$ cat src/design/hex_text_to_bytes_macros.svh
// assertion macros for the hex text to bytes decoder
// used by hex_text_to_bytes.sv, expects clk and rst_n in scope
`ifndef HEX_TEXT_TO_BYTES_MACROS_SVH
`define HEX_TEXT_TO_BYTES_MACROS_SVH

// same-cycle implication, checked outside reset
`define HTB_ASSERT_IMPL(label, ante, cons, msg) \
  label: assert property (@(posedge clk) disable iff (!rst_n) (ante) |-> (cons)) \
    else $error(msg);

// next-cycle implication, checked outside reset
`define HTB_ASSERT_NEXT(label, ante, cons, msg) \
  label: assert property (@(posedge clk) disable iff (!rst_n) (ante) |=> (cons)) \
    else $error(msg);

`endif

$ cat src/design/htb_pkg.sv
// shared types, codes and character decode for the hex text to bytes decoder
// no dependencies
package htb_pkg;

  localparam int CHAR_W = 8;
  localparam int NIB_W  = 4;
  localparam int KIND_W = 2;

  // result kinds
  localparam logic [KIND_W-1:0] KIND_BYTE  = 2'd0;
  localparam logic [KIND_W-1:0] KIND_OK    = 2'd1;
  localparam logic [KIND_W-1:0] KIND_ERROR = 2'd2;
  localparam logic [KIND_W-1:0] KIND_RSVD  = 2'd3;

  localparam logic [CHAR_W-1:0] CH_SPACE = 8'h20;
  localparam logic [CHAR_W-1:0] CH_TAB   = 8'h09;
  localparam logic [CHAR_W-1:0] CH_LF    = 8'h0A;
  localparam logic [CHAR_W-1:0] CH_VT    = 8'h0B;
  localparam logic [CHAR_W-1:0] CH_FF    = 8'h0C;
  localparam logic [CHAR_W-1:0] CH_CR    = 8'h0D;
  localparam logic [CHAR_W-1:0] CH_COMMA = 8'h2C;
  localparam logic [CHAR_W-1:0] CH_HASH  = 8'h23;
  localparam logic [CHAR_W-1:0] CH_USCR  = 8'h5F;
  localparam logic [CHAR_W-1:0] CH_ZERO  = 8'h30;
  localparam logic [CHAR_W-1:0] CH_NINE  = 8'h39;
  localparam logic [CHAR_W-1:0] CH_LO_A  = 8'h61;
  localparam logic [CHAR_W-1:0] CH_LO_F  = 8'h66;
  localparam logic [CHAR_W-1:0] CH_UP_A  = 8'h41;
  localparam logic [CHAR_W-1:0] CH_UP_F  = 8'h46;
  localparam logic [CHAR_W-1:0] CH_LO_X  = 8'h78;
  localparam logic [CHAR_W-1:0] CH_UP_X  = 8'h58;

  localparam logic [NIB_W-1:0] NIB_TEN = 4'd10;

  // one buffered result
  typedef struct packed {
    logic [CHAR_W-1:0] data;
    logic [KIND_W-1:0] kind;
    logic              last;
  } res_t;

  typedef struct packed {
    logic             ok;
    logic [NIB_W-1:0] val;
  } hex_t;

  function automatic hex_t hex_decode(input logic [CHAR_W-1:0] c);
    hex_t h;
    h.ok  = 1'b1;
    h.val = '0;
    if (c >= CH_ZERO && c <= CH_NINE) begin
      h.val = NIB_W'(c - CH_ZERO);
    end else if (c >= CH_LO_A && c <= CH_LO_F) begin
      h.val = NIB_W'(c - CH_LO_A) + NIB_TEN;
    end else if (c >= CH_UP_A && c <= CH_UP_F) begin
      h.val = NIB_W'(c - CH_UP_A) + NIB_TEN;
    end else begin
      h.ok = 1'b0;
    end
    return h;
  endfunction

  function automatic logic is_skip(input logic [CHAR_W-1:0] c);
    return c == CH_SPACE || c == CH_TAB || c == CH_LF || c == CH_VT ||
           c == CH_FF || c == CH_CR || c == CH_COMMA || c == CH_HASH ||
           c == CH_USCR;
  endfunction

endpackage

$ cat src/design/hex_text_to_bytes.sv
// hex text to bytes decoder: one ascii character in, up to two results out
// depends on htb_pkg and hex_text_to_bytes_macros.svh
//
//   channel | ports          | tdata        | tuser | tlast
//   --------+----------------+--------------+-------+-----------
//   input   | in_t*          | character    | -     | final_req
//   result  | out_t*         | data_byte    | kind  | last
//
// one character per cycle unless in_tready is held low; decode and state update
// finish in the accept cycle and the results land in a two-entry result buffer
// a character that yields two results holds in_tready low while the first
// result drains; an output stall backs up into in_tready
// rst_n is synchronous, active low, and clears the decode state and buffer
`include "hex_text_to_bytes_macros.svh"

module hex_text_to_bytes (
  input  logic                          clk,
  input  logic                          rst_n,
  input  logic                          in_tvalid,
  output logic                          in_tready,
  input  logic [htb_pkg::CHAR_W-1:0]    in_tdata,   // [7:0] character
  input  logic                          in_tlast,   // final_req
  output logic                          out_tvalid,
  input  logic                          out_tready,
  output logic [htb_pkg::CHAR_W-1:0]    out_tdata,  // [7:0] data_byte
  output logic [htb_pkg::KIND_W-1:0]    out_tuser,  // [1:0] kind
  output logic                          out_tlast   // last
);
  import htb_pkg::*;

  // decode state
  logic [NIB_W-1:0] hi_r, hi_nxt;
  logic             have_r, have_nxt;
  logic             pz_r, pz_nxt;
  logic             err_r, err_nxt;

  // result buffer
  res_t       slot0_r, slot0_nxt;
  res_t       slot1_r, slot1_nxt;
  logic [1:0] cnt_r, cnt_nxt;

  logic in_xfer, out_xfer;

  // results of the current character
  logic [CHAR_W-1:0] rd [2];
  logic [KIND_W-1:0] rk [2];
  logic [1:0]        rc;
  logic [NIB_W-1:0]  hi_c;
  logic              have_c, pz_c, err_c;

  assign in_tready  = (cnt_r == 2'd0) || (cnt_r == 2'd1 && out_tready);
  assign in_xfer    = in_tvalid && in_tready;
  assign out_tvalid = (cnt_r != 2'd0);
  assign out_xfer   = out_tvalid && out_tready;
  assign out_tdata  = slot0_r.data;
  assign out_tuser  = slot0_r.kind;
  assign out_tlast  = slot0_r.last;

  always_comb begin
    hex_t h;
    logic consumed;
    logic failed;
    h        = hex_decode(in_tdata);
    consumed = 1'b0;
    failed   = 1'b0;
    hi_c     = hi_r;
    have_c   = have_r;
    pz_c     = pz_r;
    err_c    = err_r;
    rc       = 2'd0;
    rd[0]    = '0;
    rd[1]    = '0;
    rk[0]    = KIND_BYTE;
    rk[1]    = KIND_BYTE;
    if (!err_r) begin
      // held zero: either the x of a prefix follows or it counts as a digit
      if (pz_r) begin
        pz_c = 1'b0;
        if (in_tdata == CH_LO_X || in_tdata == CH_UP_X) begin
          consumed = 1'b1;
        end else if (have_c) begin
          rd[rc[0]] = {hi_c, {NIB_W{1'b0}}};
          rk[rc[0]] = KIND_BYTE;
          rc        = rc + 2'd1;
          hi_c      = '0;
          have_c    = 1'b0;
        end else begin
          hi_c   = '0;
          have_c = 1'b1;
        end
      end
      if (!consumed) begin
        if (is_skip(in_tdata)) begin
          pz_c = pz_c;
        end else if (in_tdata == CH_ZERO) begin
          pz_c = 1'b1;
        end else if (h.ok) begin
          if (have_c) begin
            rd[rc[0]] = {hi_c, h.val};
            rk[rc[0]] = KIND_BYTE;
            rc        = rc + 2'd1;
            hi_c      = '0;
            have_c    = 1'b0;
          end else begin
            hi_c   = h.val;
            have_c = 1'b1;
          end
        end else begin
          rd[rc[0]] = '0;
          rk[rc[0]] = KIND_ERROR;
          rc        = rc + 2'd1;
          err_c     = 1'b1;
          failed    = 1'b1;
          hi_c      = '0;
          have_c    = 1'b0;
        end
      end
      if (in_tlast && !failed) begin
        // a zero still held at the end counts as a digit
        if (pz_c) begin
          pz_c = 1'b0;
          if (have_c) begin
            rd[rc[0]] = {hi_c, {NIB_W{1'b0}}};
            rk[rc[0]] = KIND_BYTE;
            rc        = rc + 2'd1;
            hi_c      = '0;
            have_c    = 1'b0;
          end else begin
            hi_c   = '0;
            have_c = 1'b1;
          end
        end
        rd[rc[0]] = '0;
        rk[rc[0]] = have_c ? KIND_ERROR : KIND_OK;
        rc        = rc + 2'd1;
      end
    end
  end

  always_comb begin
    hi_nxt    = hi_r;
    have_nxt  = have_r;
    pz_nxt    = pz_r;
    err_nxt   = err_r;
    slot0_nxt = slot0_r;
    slot1_nxt = slot1_r;
    cnt_nxt   = cnt_r;
    if (in_xfer) begin
      if (in_tlast) begin
        hi_nxt   = '0;
        have_nxt = 1'b0;
        pz_nxt   = 1'b0;
        err_nxt  = 1'b0;
      end else begin
        hi_nxt   = hi_c;
        have_nxt = have_c;
        pz_nxt   = pz_c;
        err_nxt  = err_c;
      end
      // a transfer in only happens when the buffer is empty or drains this cycle
      slot0_nxt = '{data: rd[0], kind: rk[0], last: (rc == 2'd1)};
      slot1_nxt = '{data: rd[1], kind: rk[1], last: 1'b1};
      cnt_nxt   = rc;
    end else if (out_xfer) begin
      slot0_nxt = slot1_r;
      cnt_nxt   = cnt_r - 2'd1;
    end
  end

  always_ff @(posedge clk) begin
    if (!rst_n) begin
      hi_r   <= '0;
      have_r <= 1'b0;
      pz_r   <= 1'b0;
      err_r  <= 1'b0;
      cnt_r  <= 2'd0;
    end else begin
      hi_r   <= hi_nxt;
      have_r <= have_nxt;
      pz_r   <= pz_nxt;
      err_r  <= err_nxt;
      cnt_r  <= cnt_nxt;
    end
  end

  always_ff @(posedge clk) begin
    slot0_r <= slot0_nxt;
    slot1_r <= slot1_nxt;
  end

  `HTB_ASSERT_NEXT(a_final_clears, in_xfer && in_tlast, !have_r && !pz_r && !err_r && hi_r == '0, "decode state not cleared after final character")
  `HTB_ASSERT_IMPL(a_pair_order, cnt_r == 2'd2, !slot0_r.last && slot1_r.last, "two buffered results with wrong last marks")
  `HTB_ASSERT_IMPL(a_kind_legal, out_tvalid, out_tuser != KIND_RSVD, "reserved result kind")
  `HTB_ASSERT_IMPL(a_status_zero, out_tvalid && out_tuser != KIND_BYTE, out_tdata == '0, "status result carries nonzero data")

endmodule

$ cat config.mk
export PLATFORM = sky130hd
export DESIGN_NAME = hex_text_to_bytes
export DESIGN_NICKNAME = d
export VERILOG_FILES = /design/src/design/htb_pkg.sv /design/src/design/hex_text_to_bytes.sv
export VERILOG_INCLUDE_DIRS = /design/src /design/src/design
export SDC_FILE = /design/constraint.sdc
export NUM_CORES = 1
export LEC_CHECK = 0
export BUFFER_PORTS_ARGS = -buffer_cell sky130_fd_sc_hd__buf_2
export CAP_MARGIN = 40
export CORE_ASPECT_RATIO = 1.75
export CORE_UTILIZATION = 40
export DETAILED_ROUTE_END_ITERATION = 6
export GPL_TIMING_DRIVEN = 0
export SLEW_MARGIN = 10
export SYNTH_ARGS = -nofsm -noshare
export SYNTH_HDL_FRONTEND = slang
export SYNTH_SLANG_ARGS = --single-unit
$ cat constraint.sdc
create_clock -name clk -period 4.72 [get_ports clk]
set_clock_uncertainty 0.15 [all_clocks]
set_input_delay 0.472 -clock clk [delete_from_list [all_inputs] [get_ports clk]]
set_output_delay 0.472 -clock clk [all_outputs]
set_load 0.005 [all_outputs]
==> results of run 1 <==
-- registers in the layout (all words and copies together) (netlist names) --
name	flops
have_r	1
cnt_r	2
out_tlast	1
out_tuser	2
hi_r	4
pz_r	1
slot1_r	10
err_r	1
out_tdata	8
-- per-stage QoR --
stage | utilization, % | std cells | worst slack (ns) | area (sq um)
finish | 47.7 | 308 | 0.370 | 2420
global route | 47.7 | 308 | 0.134 | 2420
CTS | 47.7 | 308 | 0.430 | 2420
detailed placement | 46.0 | 300 | 0.156 | 2330
global placement | 46.0 | 300 | 0.166 | 2330
floorplan | - | 224 | 0.814 | 2150
-- logic make-up (layout without fill, tap and decap cells) --
group                    count (synthesis)  after routing  synth area share (%)
AO/OA/AOI/OAI                           69             69                  26.6
XOR/XNOR                                 4              4                  1.64
adder cells (fa/ha/maj)                  8              8                  4.67
buffers and inverters                   20             50                  5.08
flip-flops                              30             30                  37.9
multiplexers                             6              6                  2.98
other                                    1              4                 0.175
AND/OR/NAND/NOR                         83             83                  21.0
-- final timing paths --
| path | startpoint | end | slack [ns] |
|---|---|---|---|
| setup reg to reg | have_r$_SDFFE_PN0P_ | out_tlast$_SDFFCE_PN1P_ | 1.29 |
| hold / removal | rst_n | err_r$_SDFFE_PN0P_ | 0.33 |
| hold reg to reg | hi_r[3]$_SDFFE_PN0P_ | hi_r[3]$_SDFFE_PN0P_ | 0.38 |
| setup / recovery | in_tdata[0] | out_tlast$_SDFFCE_PN1P_ | 0.37 |
-- cells in the final DEF (no fill, tap or decap), types with 2 or more instances in the layout --
| cell type | Yosys | layout |
|---|---|---|
| o21a_1 | 2 | 2 |
| clkinv_1 | 1 | 2 |
| a32oi_1 | 4 | 4 |
| mux2i_1 | 3 | 3 |
| o31ai_1 | 3 | 3 |
| ha_1 | 8 | 8 |
| o21ai_2 | 2 | 2 |
| clkbuf_8 | 0 | 5 |
| nand3_1 | 5 | 5 |
| nand2b_1 | 3 | 3 |
| a22o_1 | 5 | 5 |
| a31oi_1 | 3 | 3 |
| xor2_1 | 2 | 2 |
| nor2_1 | 27 | 27 |
| inv_1 | 11 | 11 |
| o221ai_1 | 2 | 2 |
| a22oi_1 | 2 | 2 |
| mux2_2 | 3 | 3 |
| buf_6 | 3 | 3 |
| conb_1 | 1 | 4 |
| nand4_1 | 2 | 2 |
| xnor2_1 | 2 | 2 |
| o21ai_0 | 9 | 9 |
| edfxtp_1 | 21 | 21 |
| and2_1 | 2 | 2 |
| a21oi_1 | 8 | 8 |
| dfxtp_1 | 9 | 9 |
| buf_2 | 2 | 24 |
| or3_1 | 5 | 5 |
| a2bb2oi_1 | 8 | 8 |
| and3_1 | 5 | 5 |
| nand2_1 | 16 | 16 |
| nor3_1 | 3 | 3 |
-- power by group through the flow --
stage               clock network (mW)  registers, mW  logic (mW)
CTS                              0.205          0.381       0.282
global route                     0.216          0.386       0.311
detailed placement                   0          0.387       0.282
global placement                     0          0.386       0.278
floorplan                            0          0.390       0.181
finish                           0.204          0.381       0.281
-- critical path, stage by stage --
cell and delay, ns:
buf_2 0.13, inv_1 0.11, ha_1 0.31, nand2b_4 0.10, or3_1 0.30, buf_2 0.16
ha_1 0.36, a21oi_1 0.58, inv_1 0.19, ha_1 0.38, and3_1 0.20, a31oi_4 0.11
a32oi_4 0.36, mux2_2 0.37, o31ai_1 0.18
-- layer usage --
layer / up-vias / wire (um) / part of all wire [%]
met1: 872 / 2030 / 39
met5: - / 0 / 0
met3: 14 / 123 / 2.4
met2: 47 / 2830 / 54
li1: 910 / - / -
met4: 0 / 227 / 4.4
-- layout make-up --
| type | instances | share of cell area [%] |
|---|---|---|
| clock inverters | 3 | 0.673 |
| plain buffers | 8 | 2.64 |
| inverters | 12 | 1.86 |
| multi-input cells | 174 | 51.1 |
| repair buffers | 22 | 4.56 |
| clock buffers | 5 | 2.85 |
| flip-flops and latches | 30 | 33.6 |
| well taps | 54 | 2.80 |
==> results.md, run 1 <==
- Status: finished, violations left
- Failing checks: design-rule violations
- Synth warnings: 0
- Syn avg cell area: 9.69 sq um
- Async SR Flop Fraction: 0%
- GR Util met1: 19.5%
- Flop pwr share: 44.0%
- Cell-internal power: 578 uW
- Rel. slew slack: 55.8%
- Met2 Usage GRT: 36.5%
- Area occupied by multi-input gates: 1230 sq um
- Post-CTS sizing: 0
- Cell area after synthesis: 2140 sq um
- Via count: 1843
- DRT antenna net count: 0
- Yosys reg bits: 30
- Worst-margin pin slew: 0.663 ns
- Pin count of the biggest net entering global routing: 17
- Met3 Track Usage GR: 2.36%
- Max frequency: 230 MHz
- Worst EP required: 4.69 ns
- Area of the core: 5060 sq um
- Grt total ovfl: 0
- Post-synthesis instance total: 221
- Sequential fraction of the synthesis area: 37.9%
- Synth Flop Type: edfxtp_1
- Switching Share: 33.3%
- Ratio of cells with drive above 1 in the final layout: 21.3%
- Setup Fix Bufs, Post-CTS: 0
- Area Overhead vs Synth: 12.8%
- 1st-pass router iterations: 7
- Number of DRC markers in iteration 0: 64
- Crit-path max FO: 7
- DIE WIDTH: 57.3 um
- Post-synth EDFFs: 21
- DR WL/cell: 16.9 um
- Final wirelength: 5200 um
- Cts hold-fix bufs: 0
- WP data arrival: 4.32 ns
- GR peak layer: met2
- HP Class: primary input to flip-flop
- Fillers: 474
- Hold path depth: 2
- Remaining DRCs: 5
- Yosys cell types: 71
- Tcrit/Tclk final: 92.2%
- Tot Pwr: 866 uW
- CTS clk-pin slew, worst paths: 0.07 ns
- H-tree depth: 2
- I/O pin count: 26
- CTS sink cnt: 30
- Num CTS Buffers: 5
- Max cap viols: 0
- Die Area: 5660 sq um
- First-pass GRT wire length: 8320 um
- Crit Path Class: primary input to flip-flop
- Number of global-route vias before repair: 1785
- Nets: 274
- Setup TNS: 0 ns
- P per Cell Area: 358 nW/um^2
- Worst Setup Start Kind: primary input
- Die Span Y: 98.8 um
- Initial antenna violation count: 0
- Crit end category: flip-flop
- Area occupied by registers: 811 sq um
- Hold slack: 0.331 ns
- Gate power share: 32.4%
- Vias per cell: 5.98
- RD Place Congestion: 0.893
- Max VDD drop: 0.0901 mV
- Clock latency at the later pin of the worst-skew pair: 0.29 ns
- Area leader, netlist: edfxtp_1
- R2R depth: 9
- Most numerous cell in the Yosys netlist: nor2_1
- Top post-synthesis cells by count: 27 x nor2_1, 21 x edfxtp_1, 16 x nand2_1, 11 x inv_1
- Fin. Hold Viols: 0
- Row cnt: 34
- Tot GR Track Use: 19.3%
- CTS max path bufs: 2
- Final Critical Period: 4.35 ns
- Main area contributors after synthesis: edfxtp_1 29%, dfxtp_1 8.4%, nor2_1 4.7%
- Starting density of the core: 42.3%
- Post-DP HPWL: 4070 um
- NetSw: 288 uW
- I/O Buffers: 22
- RSZ-0062 raised after global routing: no
- Inserted Diodes: 0
- CTS tree: done
- Final Setup Violations: 0
- Slew Viols, Final: 0
- Clk pwr share: 23.5%
- CTS root buffer: clkbuf_8
- Share of the synthesized area in the top cell type: 29.4%
- Leakage: 0.959 nW
Note: power is estimated with default switching activity, not from simulation.
==> run 2, diff against run 1 <==
PLACE_DENSITY = 0.62   (was unset)
==> results.md, run 2 (same netlist as run 1, synthesis figures left out) <==
- Most flop-heavy register: slot1_r
- Failing checks: design-rule violations
- Max VDD drop: 0.0926 mV (+2.8%)
- Starting density of the core: 42.3% (unchanged)
- RSZ-0062 raised after global routing: no
- Die Span Y: 98.8 um (unchanged)
- Grt total ovfl: 0 (unchanged)
- Crit end category: flip-flop
- Fillers: 480 (+1.3%)
- Switching Share: 32.5% (-0.72 points)
- Max incr delay on CP: 0.58 ns (about the same)
- Final wirelength: 5060 um (-2.8%)
- Crit-path max FO: 7 (unchanged)
- DRT antenna net count: 0 (unchanged)
- Die Area: 5660 sq um (unchanged)
- WP data arrival: 4.32 ns (about the same)
- Area of the core: 5060 sq um (unchanged)
- Ratio of cells with drive above 1 in the final layout: 21.3% (unchanged)
- Critical path's slowest cell: a21oi_1
- Placed insts: 300 (unchanged)
- Post-CTS sizing: 0 (unchanged)
- Via count: 1878 (+1.9%)
- Rel. slew slack: 56.5% (+0.69 points)
- Initial antenna violation count: 0 (unchanged)
- Row cnt: 34 (unchanged)
- Area Overhead vs Synth: 12.8% (unchanged)
- First-pass GRT wire length: 8650 um (+3.9%)
- I/O pin count: 26 (unchanged)
- Max frequency: 229 MHz (-0.34%)
- Slew Viols, Final: 0 (unchanged)
- Tot Pwr: 857 uW (-1.1%)
- Max reg flops: 10 (unchanged)
- H-tree depth: 2 (unchanged)
- Vias per cell: 6.10 (+1.9%)
- Final Critical Period: 4.36 ns (+0.0147 ns)
- RD Place Congestion: 0.909 (+1.8%)
- Cts hold-fix bufs: 0 (unchanged)
- Tot GR Track Use: 20.0% (+0.74 points)
- Crit Path Class: primary input to flip-flop
- Num CTS Buffers: 5 (unchanged)
- Worst-margin pin slew: 0.652 ns (-0.0103 ns)
- DR WL/cell: 16.4 um (-2.8%)
- Cell repeated most along the worst path: ha_1
- DIE WIDTH: 57.3 um (unchanged)
- Post-route insts no fill: 308 (unchanged)
- NetSw: 279 uW (-3.2%)
- P per Cell Area: 355 nW/um^2 (-1.1%)
- CTS sink cnt: 30 (unchanged)
- Number of DRC markers in iteration 0: 56 (-13%)
- Most frequent cells in the layout: 27 x nor2_1, 24 x buf_2, 21 x edfxtp_1
- HP Class: primary input to flip-flop
- Pin count of the biggest net entering global routing: 17 (unchanged)
- Inserted Diodes: 0 (unchanged)
- Final Setup Violations: 0 (unchanged)
- Placed cell areas: 2330 sq um (unchanged)
- Gate power share: 32.6% (+0.2 points)
- Clock latency at the later pin of the worst-skew pair: 0.28 ns (about the same)
- Fin. Hold Viols: 0 (unchanged)
- Flop pwr share: 44.5% (+0.5 points)
- Cell-internal power: 578 uW (about the same)
- CTS clk-pin slew, worst paths: 0.07 ns (about the same)
- Leakage: 0.959 nW (unchanged)
- 1st-pass router iterations: 7 (unchanged)
- Status: finished, violations left
- Worst Setup Start Kind: primary input
- Setup TNS: 0 ns (unchanged)
- Post-route cell area: 2420 sq um (unchanged)
- Nets: 274 (unchanged)
- Tcrit/Tclk final: 92.5% (+0.31 points)
- Clk pwr share: 22.9% (-0.6 points)
- I/O Buffers: 22 (unchanged)
- CTS max path bufs: 2 (unchanged)
- Worst EP required: 4.68 ns (about the same)
- Most common cell after layout, fill and taps aside: nor2_1
- Setup Fix Bufs, Post-CTS: 0 (unchanged)
- Number of global-route vias before repair: 1847 (+3.5%)
- Max cap viols: 0 (unchanged)
- CTS root buffer: clkbuf_8
- Remaining DRCs: 4 (-1)
- CTS tree: done
- Crit path cell chain: buf_2, inv_1, ha_1, nand2b_4, or3_1, buf_2, ha_1, a21oi_1, inv_1, ha_1, and3_1, a31oi_4, a32oi_4, mux2_2, o31ai_1
- Post-DP HPWL: 4010 um (-1.5%)
==> run 2: cell counts in the layout (fill, tap and decap cells not counted) <==
No cell type changed its count.
==> run 2: layout make-up <==
cell class	instances	area, sq um	area share (%)
clock inverters	3	16.3	0.673
multi-input cells	174	1230	51.1
inverters	12	45.0	1.86
repair buffers	22	110	4.56
clock buffers	5	68.8	2.85
flip-flops and latches	30	811	33.6
plain buffers	8	63.8	2.64
well taps	54	67.6	2.80
==> run 2: critical path: cells and delay by family <==
kind	cells	cell delay, ns
compound gates	4	1.24
fa+ha+maj	3	1.06
buf+inv	4	0.59
simple gates	3	0.59
mux	1	0.37
==> run 2: stage by stage <==
stage | hold slack (ns) | setup slack (ns) | util, %
floorplan | 0.327 | 0.814 | -
global placement | 0.352 | 0.146 | 46.0
detailed placement | 0.360 | 0.147 | 46.0
CTS | 0.339 | 0.432 | 47.7
global route | 0.345 | 0.130 | 47.7
finish | 0.345 | 0.355 | 47.7
==> run 2: routing by layer <==
metal	vias to the layer above	share of wire, %	wire, um	GRT usage (%)
li1	916	-	-	-
met1	873	38	1940	20.9
met2	72	52	2650	35.2
met3	17	3.8	191	2.76
met4	0	5.5	280	15.2
met5	-	0	0	0
==> run 2: power by group through the flow <==
stage	Combinational, mW	Clock, mW	Sequential [mW]
4_1_cts	0.282	0.203	0.382
3_5_place_dp	0.281	0	0.388
2_1_floorplan	0.181	0	0.390
3_3_place_gp	0.277	0	0.385
5_1_grt	0.311	0.215	0.388
6_report	0.279	0.196	0.381
==> run 2: path summary, 6_finish.rpt <==
path	end	cells past startpoint	slack [ns]	from
max	out_tlast$_SDFFCE_PN1P_	15	0.36	in_tdata[0]
min	err_r$_SDFFE_PN0P_	2	0.34	rst_n
max reg2reg	out_tlast$_SDFFCE_PN1P_	9	1.28	have_r$_SDFFE_PN0P_
min reg2reg	hi_r[2]$_SDFFE_PN0P_	2	0.37	hi_r[2]$_SDFFE_PN0P_
==> run 3, diff against run 2 <==
PLACE_DENSITY = 0.69   (was 0.62)
==> results.md, run 3 (same netlist as run 1, synthesis figures left out) <==
- Status: finished, violations left
- Failing checks: design-rule violations
- GR peak layer: met2
- Nets: 274 (unchanged)
- P per Cell Area: 357 nW/um^2 (+0.73%)
- Ratio of cells with drive above 1 in the final layout: 21.3% (unchanged)
- Grt total ovfl: 0 (unchanged)
- Post-route cell area: 2420 sq um (unchanged)
- I/O pin count: 26 (unchanged)
- Met2 Usage GRT: 33.9% (-1.3 points)
- Final Setup Violations: 0 (unchanged)
- Die Area: 5660 sq um (unchanged)
- Fillers: 495 (+3.1%)
- Final Critical Period: 4.24 ns (-0.123 ns)
- Final wirelength: 4890 um (-3.3%)
- Cts hold-fix bufs: 0 (unchanged)
- Inserted Diodes: 0 (unchanged)
- Clk pwr share: 23.2% (+0.3 points)
- CTS max path bufs: 2 (unchanged)
- Max cap viols: 0 (unchanged)
- Vias per cell: 5.96 (-2.3%)
- Setup TNS: 0 ns (unchanged)
- Worst setup margin: 0.478 ns (+0.123 ns)
- CTS root buffer: clkbuf_8
- RSZ-0062 raised after global routing: no
- Gate power share: 32.7% (about the same)
- Rel. slew slack: 60.1% (+3.6 points)
- DRT antenna net count: 0 (unchanged)
- Area Overhead vs Synth: 12.8% (unchanged)
- Starting density of the core: 42.3% (unchanged)
- Max VDD drop: 0.147 mV (+59%)
- Post-CTS sizing: 0 (unchanged)
- Remaining DRCs: 4 (unchanged)
- Initial antenna violation count: 0 (unchanged)
- Worst Setup Start Kind: primary input
- 1st-pass router iterations: 6 (-1)
- Post-DP HPWL: 3830 um (-4.5%)
- Core Util, Final: 47.7% (unchanged)
- Number of DRC markers in iteration 0: 95 (+70%)
- Most common cell after layout, fill and taps aside: nor2_1
- CTS sink cnt: 30 (unchanged)
- Worst EP required: 4.69 ns (about the same)
- Cell-internal power: 578 uW (about the same)
- Crit end category: flip-flop
- Via count: 1835 (-2.3%)
- Dpl ws: 0.209 ns (+0.0624 ns)
- NetSw: 285 uW (+2.1%)
- WP data arrival: 4.21 ns (-0.11 ns)
- Number of global-route vias before repair: 1682 (-8.9%)
- Crit-path max FO: 7 (unchanged)
- R2R depth: 9 (unchanged)
- DR WL/cell: 15.9 um (-3.3%)
- Row cnt: 34 (unchanged)
- Leakage: 0.959 nW (unchanged)
- Setup Fix Bufs, Post-CTS: 0 (unchanged)
- HP Class: primary input to flip-flop
- Most flop-heavy register: slot1_r
- Placed cell areas: 2330 sq um (unchanged)
- Clock latency at the later pin of the worst-skew pair: 0.28 ns (about the same)
- Num CTS Buffers: 5 (unchanged)
- DIE WIDTH: 57.3 um (unchanged)
- Tcrit/Tclk final: 89.9% (-2.6 points)
- Pin count of the biggest net entering global routing: 17 (unchanged)
- Switching Share: 33.0% (+0.45 points)
- Area of the core: 5060 sq um (unchanged)
- RD Place Congestion: 0.894 (-1.6%)
- Max reg flops: 10 (unchanged)
- Die Span Y: 98.8 um (unchanged)
- Hold path depth: 2 (unchanged)
- Max frequency: 236 MHz (+2.9%)
- Most frequent cells in the layout: 27 x nor2_1, 24 x buf_2, 21 x edfxtp_1
- I/O Buffers: 22 (unchanged)
- First-pass GRT wire length: 7870 um (-8.9%)
- Met3 Track Usage GR: 1.57% (-1.2 points)
- Slew Viols, Final: 0 (unchanged)
- Tot Pwr: 863 uW (+0.73%)
- H-tree depth: 2 (unchanged)
- GR Util met1: 19.5% (-1.3 points)
- CTS tree: done
- Crit Path Class: primary input to flip-flop
- Worst-margin pin slew: 0.599 ns (-0.0539 ns)
- CTS clk-pin slew, worst paths: 0.07 ns (about the same)
- Tot GR Track Use: 18.1% (-1.9 points)
- Fin. Hold Viols: 0 (unchanged)
- Flop pwr share: 44.1% (-0.4 points)
==> run 3: worst paths after layout <==
kind                                      startpoint                      end  slack (ns)
worst max-delay path                     in_tdata[0]  out_tlast$_SDFFCE_PN1P_        0.48
worst min-delay path                           rst_n       err_r$_SDFFE_PN0P_        0.34
worst min register to register  hi_r[2]$_SDFFE_PN0P_     hi_r[2]$_SDFFE_PN0P_        0.37
worst max register to register   have_r$_SDFFE_PN0P_  out_tlast$_SDFFCE_PN1P_        1.38
==> run 3: per-stage QoR <==
step	hold WS, ns	instances
floorplan	0.327	224
global placement	0.352	300
detailed placement	0.355	300
CTS	0.344	308
global route	0.349	308
finish	0.343	308
==> run 3: power by group through the flow <==
stage | clock network [mW] | registers [mW] | logic, mW
final | 0.200 | 0.381 | 0.282
after global routing | 0.211 | 0.388 | 0.314
after CTS | 0.201 | 0.382 | 0.282
after detailed placement | 0 | 0.387 | 0.281
after global placement | 0 | 0.386 | 0.275
after floorplan | 0 | 0.390 | 0.181
==> run 3: critical path: stages <==
cell      delay, ns
buf_2          0.13
inv_1          0.11
ha_1           0.31
nand2b_4       0.09
or3_1          0.30
buf_2          0.16
ha_1           0.36
a21oi_1        0.51
inv_1          0.18
ha_1           0.36
and3_1         0.20
a31oi_4        0.11
a32oi_4        0.36
mux2_2         0.37
o31ai_1        0.18
==> run 3: layout make-up <==
cell class / count / area [sq um] / area share [%]
Clock buffer: 5 / 68.8 / 2.85
Buffer: 8 / 63.8 / 2.64
Inverter: 12 / 45.0 / 1.86
Timing Repair Buffer: 22 / 110 / 4.56
Tap cell: 54 / 67.6 / 2.80
Sequential cell: 30 / 811 / 33.6
Multi-Input combinational cell: 174 / 1230 / 51.1
Clock inverter: 3 / 16.3 / 0.673
==> run 3: routing by layer <==
metal / vias up / part of all wire (%)
li1: 911 / -
met1: 849 / 39
met2: 67 / 55
met3: 8 / 3.7
met4: 0 / 2.3
met5: - / 0
